**src/sv/tlsr_pkg.sv**
```systemverilog
// Shared constants and types for the thick line stamp rasterizer.
package tlsr_pkg;

   localparam int COORD_W = 11;
   localparam int BRUSH_W = 6;
   localparam int INK_W   = 32;

   // Screen size in pixels; stamps are clipped against these edges.
   localparam int SCREEN_W = 1024;
   localparam int SCREEN_H = 600;

   localparam logic [BRUSH_W-1:0] BRUSH_RESET = BRUSH_W'(20);

   // One quotient bit is produced per divider iteration.
   localparam int DIV_STEPS = COORD_W;
   localparam int CNT_W     = $clog2(DIV_STEPS);

   typedef enum logic {
      OP_LOAD = 1'b0,
      OP_STEP = 1'b1
   } opcode_type;

endpackage

```
**src/sv/thick_line_stamp_rasterizer.sv**
```systemverilog
// Top level: segment store, stamp sequencer and shared restoring divider.
//
//  channel | ports   | handshake     | moves
//  --------+---------+---------------+------------------------------------
//  request | req_*   | valid / stall | load segment or step to next stamp
//  result  | rsp_*   | valid / stall | one clipped stamp per step
//  config  | csr_*   | valid / ready | brush size register
//
// A load transaction gives no result. A step passes in order through accepting,
// the 11 by 11 magnitude multiply, the shared radix-2 divider (one quotient
// bit per iteration), adding the minor start, and clipping and filling the
// output register.
// The output register waits for rsp_stall to drop; while it holds a stamp the
// next transaction is still accepted. Reset is synchronous, active high.
module thick_line_stamp_rasterizer (
   input  logic                          clock,
   input  logic                          reset,
   input  logic                          req_valid,
   output logic                          req_stall,
   input  logic                          req_opcode,
   input  logic [tlsr_pkg::COORD_W-1:0]  req_x_start,
   input  logic [tlsr_pkg::COORD_W-1:0]  req_y_start,
   input  logic [tlsr_pkg::COORD_W-1:0]  req_x_end,
   input  logic [tlsr_pkg::COORD_W-1:0]  req_y_end,
   input  logic [tlsr_pkg::INK_W-1:0]    req_ink,
   output logic                          rsp_valid,
   input  logic                          rsp_stall,
   output logic [tlsr_pkg::COORD_W-1:0]  rsp_rect_x,
   output logic [tlsr_pkg::COORD_W-1:0]  rsp_rect_y,
   output logic [tlsr_pkg::BRUSH_W-1:0]  rsp_rect_w,
   output logic [tlsr_pkg::BRUSH_W-1:0]  rsp_rect_h,
   output logic [tlsr_pkg::INK_W-1:0]    rsp_stamp_ink,
   output logic                          rsp_visible,
   output logic                          rsp_last,
   input  logic                          csr_valid,
   output logic                          csr_ready,
   input  logic [tlsr_pkg::BRUSH_W-1:0]  csr_brush_size
);

   localparam int CW = tlsr_pkg::COORD_W;
   localparam int BW = tlsr_pkg::BRUSH_W;
   localparam int IW = tlsr_pkg::INK_W;
   localparam int SW = CW + 1;
   localparam int LW = CW + 2;
   localparam int NW = 2 * CW;
   localparam int KW = tlsr_pkg::CNT_W;

   localparam logic [LW-1:0] SCREEN_W_L = LW'(tlsr_pkg::SCREEN_W);
   localparam logic [LW-1:0] SCREEN_H_L = LW'(tlsr_pkg::SCREEN_H);
   localparam logic [KW-1:0] LAST_STEP  = KW'(tlsr_pkg::DIV_STEPS - 1);

   typedef enum logic [2:0] {
      ST_IDLE,
      ST_MUL,
      ST_DIV,
      ST_FIN,
      ST_OUT
   } state_type;

   state_type         state_ff, state_in;
   logic [BW-1:0]     brush_ff, brush_in;
   logic [CW-1:0]     seg_x0_ff, seg_x0_in, seg_y0_ff, seg_y0_in;
   logic [CW-1:0]     seg_x1_ff, seg_x1_in, seg_y1_ff, seg_y1_in;
   logic [IW-1:0]     seg_ink_ff, seg_ink_in;
   logic              major_is_y_ff, major_is_y_in;
   logic [CW-1:0]     major_pos_ff, major_pos_in;
   logic              active_ff, active_in;
   logic [CW-1:0]     rem_ff, rem_in;
   logic [CW-1:0]     low_ff, low_in;
   logic [CW-1:0]     den_ff, den_in;
   logic              neg_ff, neg_in;
   logic [KW-1:0]     cnt_ff, cnt_in;
   logic [CW-1:0]     x_ff, x_in, y_ff, y_in;
   logic              rsp_valid_ff, rsp_valid_in;
   logic [CW-1:0]     rsp_x_ff, rsp_x_in, rsp_y_ff, rsp_y_in;
   logic [BW-1:0]     rsp_w_ff, rsp_w_in, rsp_h_ff, rsp_h_in;
   logic [IW-1:0]     rsp_ink_ff, rsp_ink_in;
   logic              rsp_vis_ff, rsp_vis_in;
   logic              rsp_last_ff, rsp_last_in;

   // Load decode.
   logic signed [SW-1:0] ld_dx, ld_dy;
   logic [CW-1:0]        ld_adx, ld_ady;
   logic                 ld_major_y;

   // Operands of the current segment, ordered major then minor.
   logic [CW-1:0]        s_maj, e_maj, s_min, e_min;
   logic signed [SW-1:0] d_pos, d_min, d_maj;
   logic [CW-1:0]        m_pos, m_min, m_maj;
   logic [NW-1:0]        prod;

   // Divider step, minor coordinate and clipping.
   logic [SW-1:0]        trial;
   logic                 q_bit;
   logic [CW-1:0]        quot;
   logic [SW-1:0]        q_signed, minor_sum;
   logic signed [LW-1:0] lim_w, lim_h, brush_l, w_clip, h_clip;
   logic                 vis;
   logic                 slot_free;

   always_comb begin
      ld_dx      = $signed({1'b0, req_x_end}) - $signed({1'b0, req_x_start});
      ld_dy      = $signed({1'b0, req_y_end}) - $signed({1'b0, req_y_start});
      ld_adx     = ld_dx[SW-1] ? CW'(-ld_dx) : ld_dx[CW-1:0];
      ld_ady     = ld_dy[SW-1] ? CW'(-ld_dy) : ld_dy[CW-1:0];
      ld_major_y = (ld_dx == '0) || (ld_ady > ld_adx);

      s_maj = major_is_y_ff ? seg_y0_ff : seg_x0_ff;
      e_maj = major_is_y_ff ? seg_y1_ff : seg_x1_ff;
      s_min = major_is_y_ff ? seg_x0_ff : seg_y0_ff;
      e_min = major_is_y_ff ? seg_x1_ff : seg_y1_ff;
      d_pos = $signed({1'b0, major_pos_ff}) - $signed({1'b0, s_maj});
      d_min = $signed({1'b0, e_min}) - $signed({1'b0, s_min});
      d_maj = $signed({1'b0, e_maj}) - $signed({1'b0, s_maj});
      m_pos = d_pos[SW-1] ? CW'(-d_pos) : d_pos[CW-1:0];
      m_min = d_min[SW-1] ? CW'(-d_min) : d_min[CW-1:0];
      m_maj = d_maj[SW-1] ? CW'(-d_maj) : d_maj[CW-1:0];
      prod  = NW'(m_pos) * NW'(m_min);

      trial = {rem_ff, low_ff[CW-1]};
      q_bit = trial >= {1'b0, den_ff};

      // A zero major span only occurs on a single point, whose offset is zero.
      quot      = (den_ff == '0) ? '0 : low_ff;
      q_signed  = neg_ff ? SW'(-{1'b0, quot}) : {1'b0, quot};
      minor_sum = {1'b0, s_min} + q_signed;

      brush_l = $signed(LW'(brush_ff));
      lim_w   = $signed(SCREEN_W_L - LW'(x_ff));
      lim_h   = $signed(SCREEN_H_L - LW'(y_ff));
      w_clip  = (brush_l > lim_w) ? lim_w : brush_l;
      h_clip  = (brush_l > lim_h) ? lim_h : brush_l;
      vis     = (w_clip > 0) && (h_clip > 0);

      slot_free = !rsp_valid_ff || !rsp_stall;

      state_in      = state_ff;
      brush_in      = brush_ff;
      seg_x0_in     = seg_x0_ff;
      seg_y0_in     = seg_y0_ff;
      seg_x1_in     = seg_x1_ff;
      seg_y1_in     = seg_y1_ff;
      seg_ink_in    = seg_ink_ff;
      major_is_y_in = major_is_y_ff;
      major_pos_in  = major_pos_ff;
      active_in     = active_ff;
      rem_in        = rem_ff;
      low_in        = low_ff;
      den_in        = den_ff;
      neg_in        = neg_ff;
      cnt_in        = cnt_ff;
      x_in          = x_ff;
      y_in          = y_ff;
      rsp_valid_in  = rsp_valid_ff && rsp_stall;
      rsp_x_in      = rsp_x_ff;
      rsp_y_in      = rsp_y_ff;
      rsp_w_in      = rsp_w_ff;
      rsp_h_in      = rsp_h_ff;
      rsp_ink_in    = rsp_ink_ff;
      rsp_vis_in    = rsp_vis_ff;
      rsp_last_in   = rsp_last_ff;

      case (state_ff)
         ST_IDLE: begin
            if (csr_valid) begin
               brush_in = csr_brush_size;
            end
            if (req_valid) begin
               if (req_opcode == tlsr_pkg::OP_LOAD) begin
                  seg_x0_in     = req_x_start;
                  seg_y0_in     = req_y_start;
                  seg_x1_in     = req_x_end;
                  seg_y1_in     = req_y_end;
                  seg_ink_in    = req_ink;
                  major_is_y_in = ld_major_y;
                  major_pos_in  = ld_major_y ? req_y_start : req_x_start;
                  active_in     = 1'b1;
               end else if (active_ff) begin
                  state_in = ST_MUL;
               end
            end
         end
         ST_MUL: begin
            // The magnitude product is below den * 2^11, so the upper half
            // already starts below the divisor.
            rem_in   = prod[NW-1:CW];
            low_in   = prod[CW-1:0];
            den_in   = m_maj;
            neg_in   = d_pos[SW-1] ^ d_min[SW-1] ^ d_maj[SW-1];
            cnt_in   = '0;
            state_in = ST_DIV;
         end
         ST_DIV: begin
            rem_in = q_bit ? CW'(trial - {1'b0, den_ff}) : trial[CW-1:0];
            low_in = {low_ff[CW-2:0], q_bit};
            cnt_in = cnt_ff + KW'(1);
            if (cnt_ff == LAST_STEP) begin
               state_in = ST_FIN;
            end
         end
         ST_FIN: begin
            x_in     = major_is_y_ff ? minor_sum[CW-1:0] : major_pos_ff;
            y_in     = major_is_y_ff ? major_pos_ff : minor_sum[CW-1:0];
            state_in = ST_OUT;
         end
         ST_OUT: begin
            if (slot_free) begin
               rsp_valid_in = 1'b1;
               rsp_x_in     = x_ff;
               rsp_y_in     = y_ff;
               rsp_w_in     = vis ? w_clip[BW-1:0] : '0;
               rsp_h_in     = vis ? h_clip[BW-1:0] : '0;
               rsp_ink_in   = seg_ink_ff;
               rsp_vis_in   = vis;
               rsp_last_in  = (major_pos_ff == e_maj);
               if (major_pos_ff == e_maj) begin
                  active_in = 1'b0;
               end else if (e_maj > s_maj) begin
                  major_pos_in = major_pos_ff + CW'(1);
               end else begin
                  major_pos_in = major_pos_ff - CW'(1);
               end
               state_in = ST_IDLE;
            end
         end
         default: begin
            state_in = ST_IDLE;
         end
      endcase
   end

   always_ff @(posedge clock) begin
      if (reset) begin
         state_ff      <= ST_IDLE;
         brush_ff      <= tlsr_pkg::BRUSH_RESET;
         seg_x0_ff     <= '0;
         seg_y0_ff     <= '0;
         seg_x1_ff     <= '0;
         seg_y1_ff     <= '0;
         seg_ink_ff    <= '0;
         major_is_y_ff <= 1'b0;
         major_pos_ff  <= '0;
         active_ff     <= 1'b0;
         rsp_valid_ff  <= 1'b0;
      end else begin
         state_ff      <= state_in;
         brush_ff      <= brush_in;
         seg_x0_ff     <= seg_x0_in;
         seg_y0_ff     <= seg_y0_in;
         seg_x1_ff     <= seg_x1_in;
         seg_y1_ff     <= seg_y1_in;
         seg_ink_ff    <= seg_ink_in;
         major_is_y_ff <= major_is_y_in;
         major_pos_ff  <= major_pos_in;
         active_ff     <= active_in;
         rsp_valid_ff  <= rsp_valid_in;
      end
      rem_ff      <= rem_in;
      low_ff      <= low_in;
      den_ff      <= den_in;
      neg_ff      <= neg_in;
      cnt_ff      <= cnt_in;
      x_ff        <= x_in;
      y_ff        <= y_in;
      rsp_x_ff    <= rsp_x_in;
      rsp_y_ff    <= rsp_y_in;
      rsp_w_ff    <= rsp_w_in;
      rsp_h_ff    <= rsp_h_in;
      rsp_ink_ff  <= rsp_ink_in;
      rsp_vis_ff  <= rsp_vis_in;
      rsp_last_ff <= rsp_last_in;
   end

   assign req_stall     = (state_ff != ST_IDLE);
   assign csr_ready     = (state_ff == ST_IDLE);
   assign rsp_valid     = rsp_valid_ff;
   assign rsp_rect_x    = rsp_x_ff;
   assign rsp_rect_y    = rsp_y_ff;
   assign rsp_rect_w    = rsp_w_ff;
   assign rsp_rect_h    = rsp_h_ff;
   assign rsp_stamp_ink = rsp_ink_ff;
   assign rsp_visible   = rsp_vis_ff;
   assign rsp_last      = rsp_last_ff;

endmodule
```
**config.mk**
```make
export PLATFORM = sky130hd
export DESIGN_NAME = thick_line_stamp_rasterizer
export DESIGN_NICKNAME = d
export VERILOG_FILES = /design/src/sv/tlsr_pkg.sv /design/src/sv/thick_line_stamp_rasterizer.sv
export SDC_FILE = /design/constraint.sdc
export NUM_CORES = 1
export LEC_CHECK = 0
export BUFFER_PORTS_ARGS = -buffer_cell sky130_fd_sc_hd__buf_2
export CORE_MARGIN = 2
export CORE_UTILIZATION = 54
export CTS_CLUSTER_SIZE = 10
export DETAILED_ROUTE_END_ITERATION = 6
export HOLD_SLACK_MARGIN = 0.06
export PLACE_DENSITY = 0.78
export REMOVE_ABC_BUFFERS = 1
export SYNTH_ARGS = -nofsm -noshare
export SYNTH_HDL_FRONTEND = slang
export SYNTH_SLANG_ARGS = --single-unit
```
**constraint.sdc**
```tcl
create_clock -name clock -period 12.6 [get_ports clock]
set_input_delay 0.63 -clock clock [delete_from_list [all_inputs] [get_ports clock]]
set_output_delay 0.63 -clock clock [all_outputs]
set_load 0.005 [all_outputs]
```
# After elaboration in Yosys (flattened, before gate mapping)
# Cells that the tools add are included.
dict set report word_totals {
  reg_bits 227
  out_inout_bits 71
}
dict set report op_classes {
  eq_ne 14
  addsub 18
  multipliers 1
  reduce_logical 18
  mux 39
  order_cmp 7
  bitwise 3
}
# op n
set ops {}
lappend ops {{$mux 11} 20}
lappend ops {{$neg 11->11} 6}
lappend ops {{$pmux 11 s2} 3}
lappend ops {{$sub 11x11->12} 5}
lappend ops {{$gt 13x1->1 const B} 2}
lappend ops {{$mux 13} 2}
lappend ops {{$gt 7x12->1} 2}
lappend ops {{$gt 11x11->1} 2}
lappend ops {{$mul 11x11->22} 1}
lappend ops {{$mux 3} 5}
lappend ops {{$pmux 3 s5} 1}
lappend ops {{$reduce_and 5->1} 3}
lappend ops {{$ne 2x2->1 const B} 7}
lappend ops {{$ge 12x11->1} 1}
lappend ops {{$logic_not 12->1} 1}
lappend ops {{$sub 10x11->12 const A} 1}
lappend ops {{$sub 11x11->12 const A} 1}
lappend ops {{$add 11x1->11 const B} 1}
lappend ops {{$add 11x11->11} 1}
lappend ops {{$eq 11x11->1} 1}
lappend ops {{$logic_not 11->1} 1}
lappend ops {{$sub 11x1->11 const B} 1}
lappend ops {{$sub 11x11->11} 1}
lappend ops {{$pmux 4 s2} 1}
lappend ops {{other kinds (18)} 30}

# Longest topological paths before layout
dict set report depth {
  ltp_word 9
  ltp_mapped 35
  ltp_nobuf 31
}

# Worst setup path before layout
# No wires, ideal clock.
dict set report synth_timing {
  path_type {register -> register}
  from {register major_is_y_ff}
  to {register rem_ff[9], data pin}
  stages_incl_launch_ff 36
  t_arrival_ns 8.486
  n_path_buf 5
  path_slack_ns 3.853
  t_required_ns 12.339
  cell_sequence {dfxtp_1 > buf_4 > buf_4 > clkbuf_1 > clkbuf_1 > mux2i_1 > ha_1 > inv_1 > fa_1 > a21o_1 > a21oi_1 > xor2_1 > o21ai_0 > nor4_1 > a41oi_1 > xnor2_1 > buf_4 > nor2_1 > fa_1 > inv_1 > fa_1 > inv_1 > fa_1 > fa_1 > inv_1 > fa_1 > inv_1 > ha_1 > a21o_1 > a21o_1 > a2111oi_2 > o311ai_1 > a2111oi_0 > o41ai_1 > xnor2_1 > mux2i_1}
}
dict set report synth_via {
  elab_chain_cells 6
}
# element line
set synth_lines {}
lappend synth_lines {{start, declared} thick_line_stamp_rasterizer.sv:65} ;# logic major_is_y_ff, major_is_y_in;
lappend synth_lines {{start signal, assigned} thick_line_stamp_rasterizer.sv:253} ;# major_is_y_ff <= major_is_y_in;
lappend synth_lines {{$mux 11 (on tied branches)} {thick_line_stamp_rasterizer.sv:108, thick_line_stamp_rasterizer.sv:110, thick_line_stamp_rasterizer.sv:111}}
lappend synth_lines {{$sub 11x11->12 (on tied branches)} {thick_line_stamp_rasterizer.sv:112, thick_line_stamp_rasterizer.sv:113}}
lappend synth_lines {{$neg 11->11 (on tied branches)} {thick_line_stamp_rasterizer.sv:115, thick_line_stamp_rasterizer.sv:116}}
lappend synth_lines {{$mux 11 (on tied branches)} {thick_line_stamp_rasterizer.sv:115, thick_line_stamp_rasterizer.sv:116}}
lappend synth_lines {{$mul 11x11->22 (*)} thick_line_stamp_rasterizer.sv:118} ;# prod = NW'(m_pos) * NW'(m_min);
lappend synth_lines {{$pmux 11 s2 (*)} thick_line_stamp_rasterizer.sv:163} ;# case (state_ff)
lappend synth_lines {{via rem_in[9]} thick_line_stamp_rasterizer.sv:68} ;# logic [CW-1:0] rem_ff, rem_in;
lappend synth_lines {{end signal, assigned} thick_line_stamp_rasterizer.sv:258} ;# rem_ff <= rem_in;
lappend synth_lines {{end, declared} thick_line_stamp_rasterizer.sv:68}
# Mark *: on every way through the listed nets, which the timed path passes. The rest lies on a longest branch.
# A chain may end at the register's enable or synchronous reset.

# Worst setup path in the final report
# Same ends and word-level chain as after synthesis.

==> metrics.csv <==
metric;value;unit
outcome;completed;
globalRouteTotalUtil;26.6;%
whs;0.298;ns
area_growth_syn_to_layout;10.4;%
crit_fanout;81;
die-area;37500;um2
ioPinCount;159;
drtAntennaViolNets;0;
post_detailed_route_drc_marker_count;0;
slew_violations;0;
post_drt_via_cell_ratio;5.81;
vias_in_the_first_global_route;16100;
tightest_hold_check_type;in -> reg;
worst_path_largest_cell_delay;1.01;ns
wl_per_cell;17.9;um
tightest_slew;1.12;ns
number_of_register_bits_inferred_by_synthesis;227;
worst_slew_margin_rel;25.2;%
cts_bufs_inserted;29;
post-synth-top-area-cell;sky130_fd_sc_hd__edfxtp_1;
floorplan.initialDensity;54.7;%
layout_setup_ws;2.68;ns
num_vias;16400;
slowest_stage;sky130_fd_sc_hd__dfxtp_4;
final_design_area_no_fill;21400;um2
drive_gt1_share;12.0;%
syn-instance-count;2203;
synth_area;19400;um2
dpl.hpwl;39.4;mm
globalplace.congestion;0.955;
htree_levels;1;
dp_slack;2.73;ns
fp.dieH;194;um
path_clk_slew;0.06;ns
placementRows;69;
cts_tree;yes;
fill_cells;3024;
first_iter_violations;1071;
synth_top_flop_cell;sky130_fd_sc_hd__edfxtp_1;
period_share;78.7;%
critical-path-top-cell-by-count;sky130_fd_sc_hd__fa_1;
clkLatencyLatePin;0.57;ns
post-route-min-period;9.92;ns
global_route_wire_length_before_repair;82.1;mm
cell_area_after_placement;20600;um2
core_area;35500;um2
cp.buffers_inverters;3;
grt-ovfl-total;0;
avgSynthCellArea;8.82;um2
place.port_buffers;158;
layout.nets;2684;
grt_antenna_before_repair;1;
type_of_origin_of_the_critical_path;register;
routed_wirelength;50.4;mm
ctsHoldBuffers;0;
multiInputGateArea;12400;um2
rsz_0062_raised_after_global_routing;no;
ys_types;90;
firstDrtPassIters;5;
post_cts_resize_count;0;
hold_viol;0;
yosysTopAreaCellShare;19.8;%
layout.cells.most_common;sky130_fd_sc_hd__nand2_1;
grt_max_degree;84;
clock-root-buffer;sky130_fd_sc_hd__clkbuf_16;
cts.repair_timing.setup_buffer_count;0;
synth_sequential_area_ratio;30.0;%
final_cell_mix;306 x sky130_fd_sc_hd__nand2_1, 237 x sky130_fd_sc_hd__inv_1, 179 x sky130_fd_sc_hd__nor2_1, 178 x sky130_fd_sc_hd__ha_1, 158 x sky130_fd_sc_hd__a21oi_1;
critical_path.endpoint_type;register;
worst_ep_required_time;12.89;ns
seq_area;5830;um2
finalSetupViolCount;0;
critPathArrivalTime;10.21;ns
critPathKind;reg -> reg;
die-width;194;um
max_clock_freq;101;MHz
yosys-top-cells-area;sky130_fd_sc_hd__edfxtp_1 20%, sky130_fd_sc_hd__ha_1 11%, sky130_fd_sc_hd__dfxtp_1 10%;
async_flop_share;0;%
critical-path-top-delay-family;adder cells;
post_synth_edffs;128;
fin_setup_tns;0;ns
fin_worst_skew;0.0185;ns
tritoncts_num_sinks;227;
cts_buffer_depth;3;
drv.max_cap_violation_count;0;
synth-warning-count;0;
[layout make-up]
type	instances	share of cell area [%]
Antenna cell	2	0.0233
Tap cell	461	2.69
Timing Repair Buffer	168	4.05
Sequential cell	227	27.2
Clock inverter	8	0.397
Multi-Input combinational cell	1666	57.8
Inverter	238	4.17
Clock buffer	44	3.69
[worst paths after layout]
| kind | startpoint | end | slack [ns] | cells after the start |
|---|---|---|---|---|
| worst max register to register | major_is_y_ff | rem_ff[9] | 2.68 | 27 |
| worst min-delay path | req_ink[0] | seg_ink_ff[0] | 0.30 | 3 |
| worst max-delay path | major_is_y_ff | rem_ff[9] | 2.68 | 27 |
| worst min register to register | seg_ink_ff[30] | rsp_stamp_ink[30] | 0.42 | 0 |
[stage by stage]
stage,util (%),std cells
CTS,60.4,2812
floorplan,-,2131
finish,60.4,2814
global route,60.4,2813
detailed placement,57.9,2760
global placement,57.9,2760
[worst reg2reg max path, cell delays in order (launching register included)]
cell	delay, ns
sky130_fd_sc_hd__dfxtp_4	1.01
sky130_fd_sc_hd__mux2_2	0.44
sky130_fd_sc_hd__ha_1	0.36
sky130_fd_sc_hd__o21a_1	0.16
sky130_fd_sc_hd__o31a_1	0.18
sky130_fd_sc_hd__o31a_1	0.24
sky130_fd_sc_hd__o2111ai_1	0.15
sky130_fd_sc_hd__a21oi_1	0.87
sky130_fd_sc_hd__nor2_1	0.17
sky130_fd_sc_hd__xnor2_1	0.84
sky130_fd_sc_hd__nand2_1	0.20
sky130_fd_sc_hd__fa_1	0.59
sky130_fd_sc_hd__inv_1	0.06
sky130_fd_sc_hd__fa_1	0.52
sky130_fd_sc_hd__fa_1	0.46
sky130_fd_sc_hd__fa_1	0.55
sky130_fd_sc_hd__inv_1	0.06
sky130_fd_sc_hd__fa_1	0.53
sky130_fd_sc_hd__inv_1	0.04
sky130_fd_sc_hd__ha_1	0.36
sky130_fd_sc_hd__a21o_1	0.20
sky130_fd_sc_hd__a21o_1	0.20
sky130_fd_sc_hd__a2111oi_2	0.37
sky130_fd_sc_hd__o311ai_1	0.20
sky130_fd_sc_hd__a2111oi_0	0.46
sky130_fd_sc_hd__o41ai_1	0.17
sky130_fd_sc_hd__xnor2_1	0.15
sky130_fd_sc_hd__mux2i_1	0.10
[layer usage]
metal,vias to the layer above,routed length [um],GRT usage [%]
met3,122,3320,3.58
met4,0,1580,8.82
met2,581,23800,45.2
met5,-,0,0
met1,7803,21700,35.2
li1,7854,-,-
[logic make-up (layout without fill, tap and decap cells)]
family | Yosys count | count (layout) | synth area share (%)
AND/OR/NAND/NOR | 726 | 726 | 16.9
XOR/XNOR | 148 | 148 | 6.79
AO/OA/AOI/OAI | 440 | 440 | 14.8
flip-flops | 227 | 227 | 30.0
buffers and inverters | 310 | 458 | 6.27
other | 0 | 2 | 0
multiplexers | 86 | 86 | 4.67
adder cells (fa/ha/maj) | 266 | 266 | 20.5
[cell usage after synthesis, types with 7 or more instances]
| cell | count |
|---|---|
| sky130_fd_sc_hd__a211oi_1 | 20 |
| sky130_fd_sc_hd__a21o_1 | 22 |
| sky130_fd_sc_hd__a21oi_1 | 158 |
| sky130_fd_sc_hd__a31oi_1 | 7 |
| sky130_fd_sc_hd__and2_1 | 17 |
| sky130_fd_sc_hd__and3_1 | 9 |
| sky130_fd_sc_hd__buf_2 | 10 |
| sky130_fd_sc_hd__clkbuf_1 | 53 |
| sky130_fd_sc_hd__dfxtp_1 | 99 |
| sky130_fd_sc_hd__edfxtp_1 | 128 |
| sky130_fd_sc_hd__fa_1 | 88 |
| sky130_fd_sc_hd__ha_1 | 178 |
| sky130_fd_sc_hd__inv_1 | 238 |
| sky130_fd_sc_hd__mux2_2 | 33 |
| sky130_fd_sc_hd__mux2i_1 | 52 |
| sky130_fd_sc_hd__nand2_1 | 306 |
| sky130_fd_sc_hd__nand2b_1 | 26 |
| sky130_fd_sc_hd__nand3_1 | 32 |
| sky130_fd_sc_hd__nand4_1 | 13 |
| sky130_fd_sc_hd__nor2_1 | 179 |
| sky130_fd_sc_hd__nor2b_1 | 27 |
| sky130_fd_sc_hd__nor3_1 | 53 |
| sky130_fd_sc_hd__nor4_1 | 16 |
| sky130_fd_sc_hd__o211ai_1 | 18 |
| sky130_fd_sc_hd__o21a_1 | 32 |
| sky130_fd_sc_hd__o21ai_0 | 80 |
| sky130_fd_sc_hd__o31a_1 | 8 |
| sky130_fd_sc_hd__o31ai_1 | 10 |
| sky130_fd_sc_hd__o41ai_1 | 9 |
| sky130_fd_sc_hd__or3_1 | 10 |
| sky130_fd_sc_hd__xnor2_1 | 92 |
| sky130_fd_sc_hd__xor2_1 | 53 |
[flip-flops by register name, indices dropped and copies added, names as in the netlist, 3 cells and up]
signal	flops
den_ff	11
state_ff	3
x_ff	11
cnt_ff	4
rem_ff	11
low_ff	11
brush_ff	6
seg_x0_ff	11
major_pos_ff	11
rsp_rect_w	6
rsp_stamp_ink	32
rsp_rect_x	11
seg_y1_ff	11
seg_ink_ff	32
rsp_rect_y	11
y_ff	11
seg_x1_ff	11
rsp_rect_h	6
seg_y0_ff	11
Power is not shown: default switching activity piles up to over one toggle a cycle in this logic, so the estimate is an artifact.
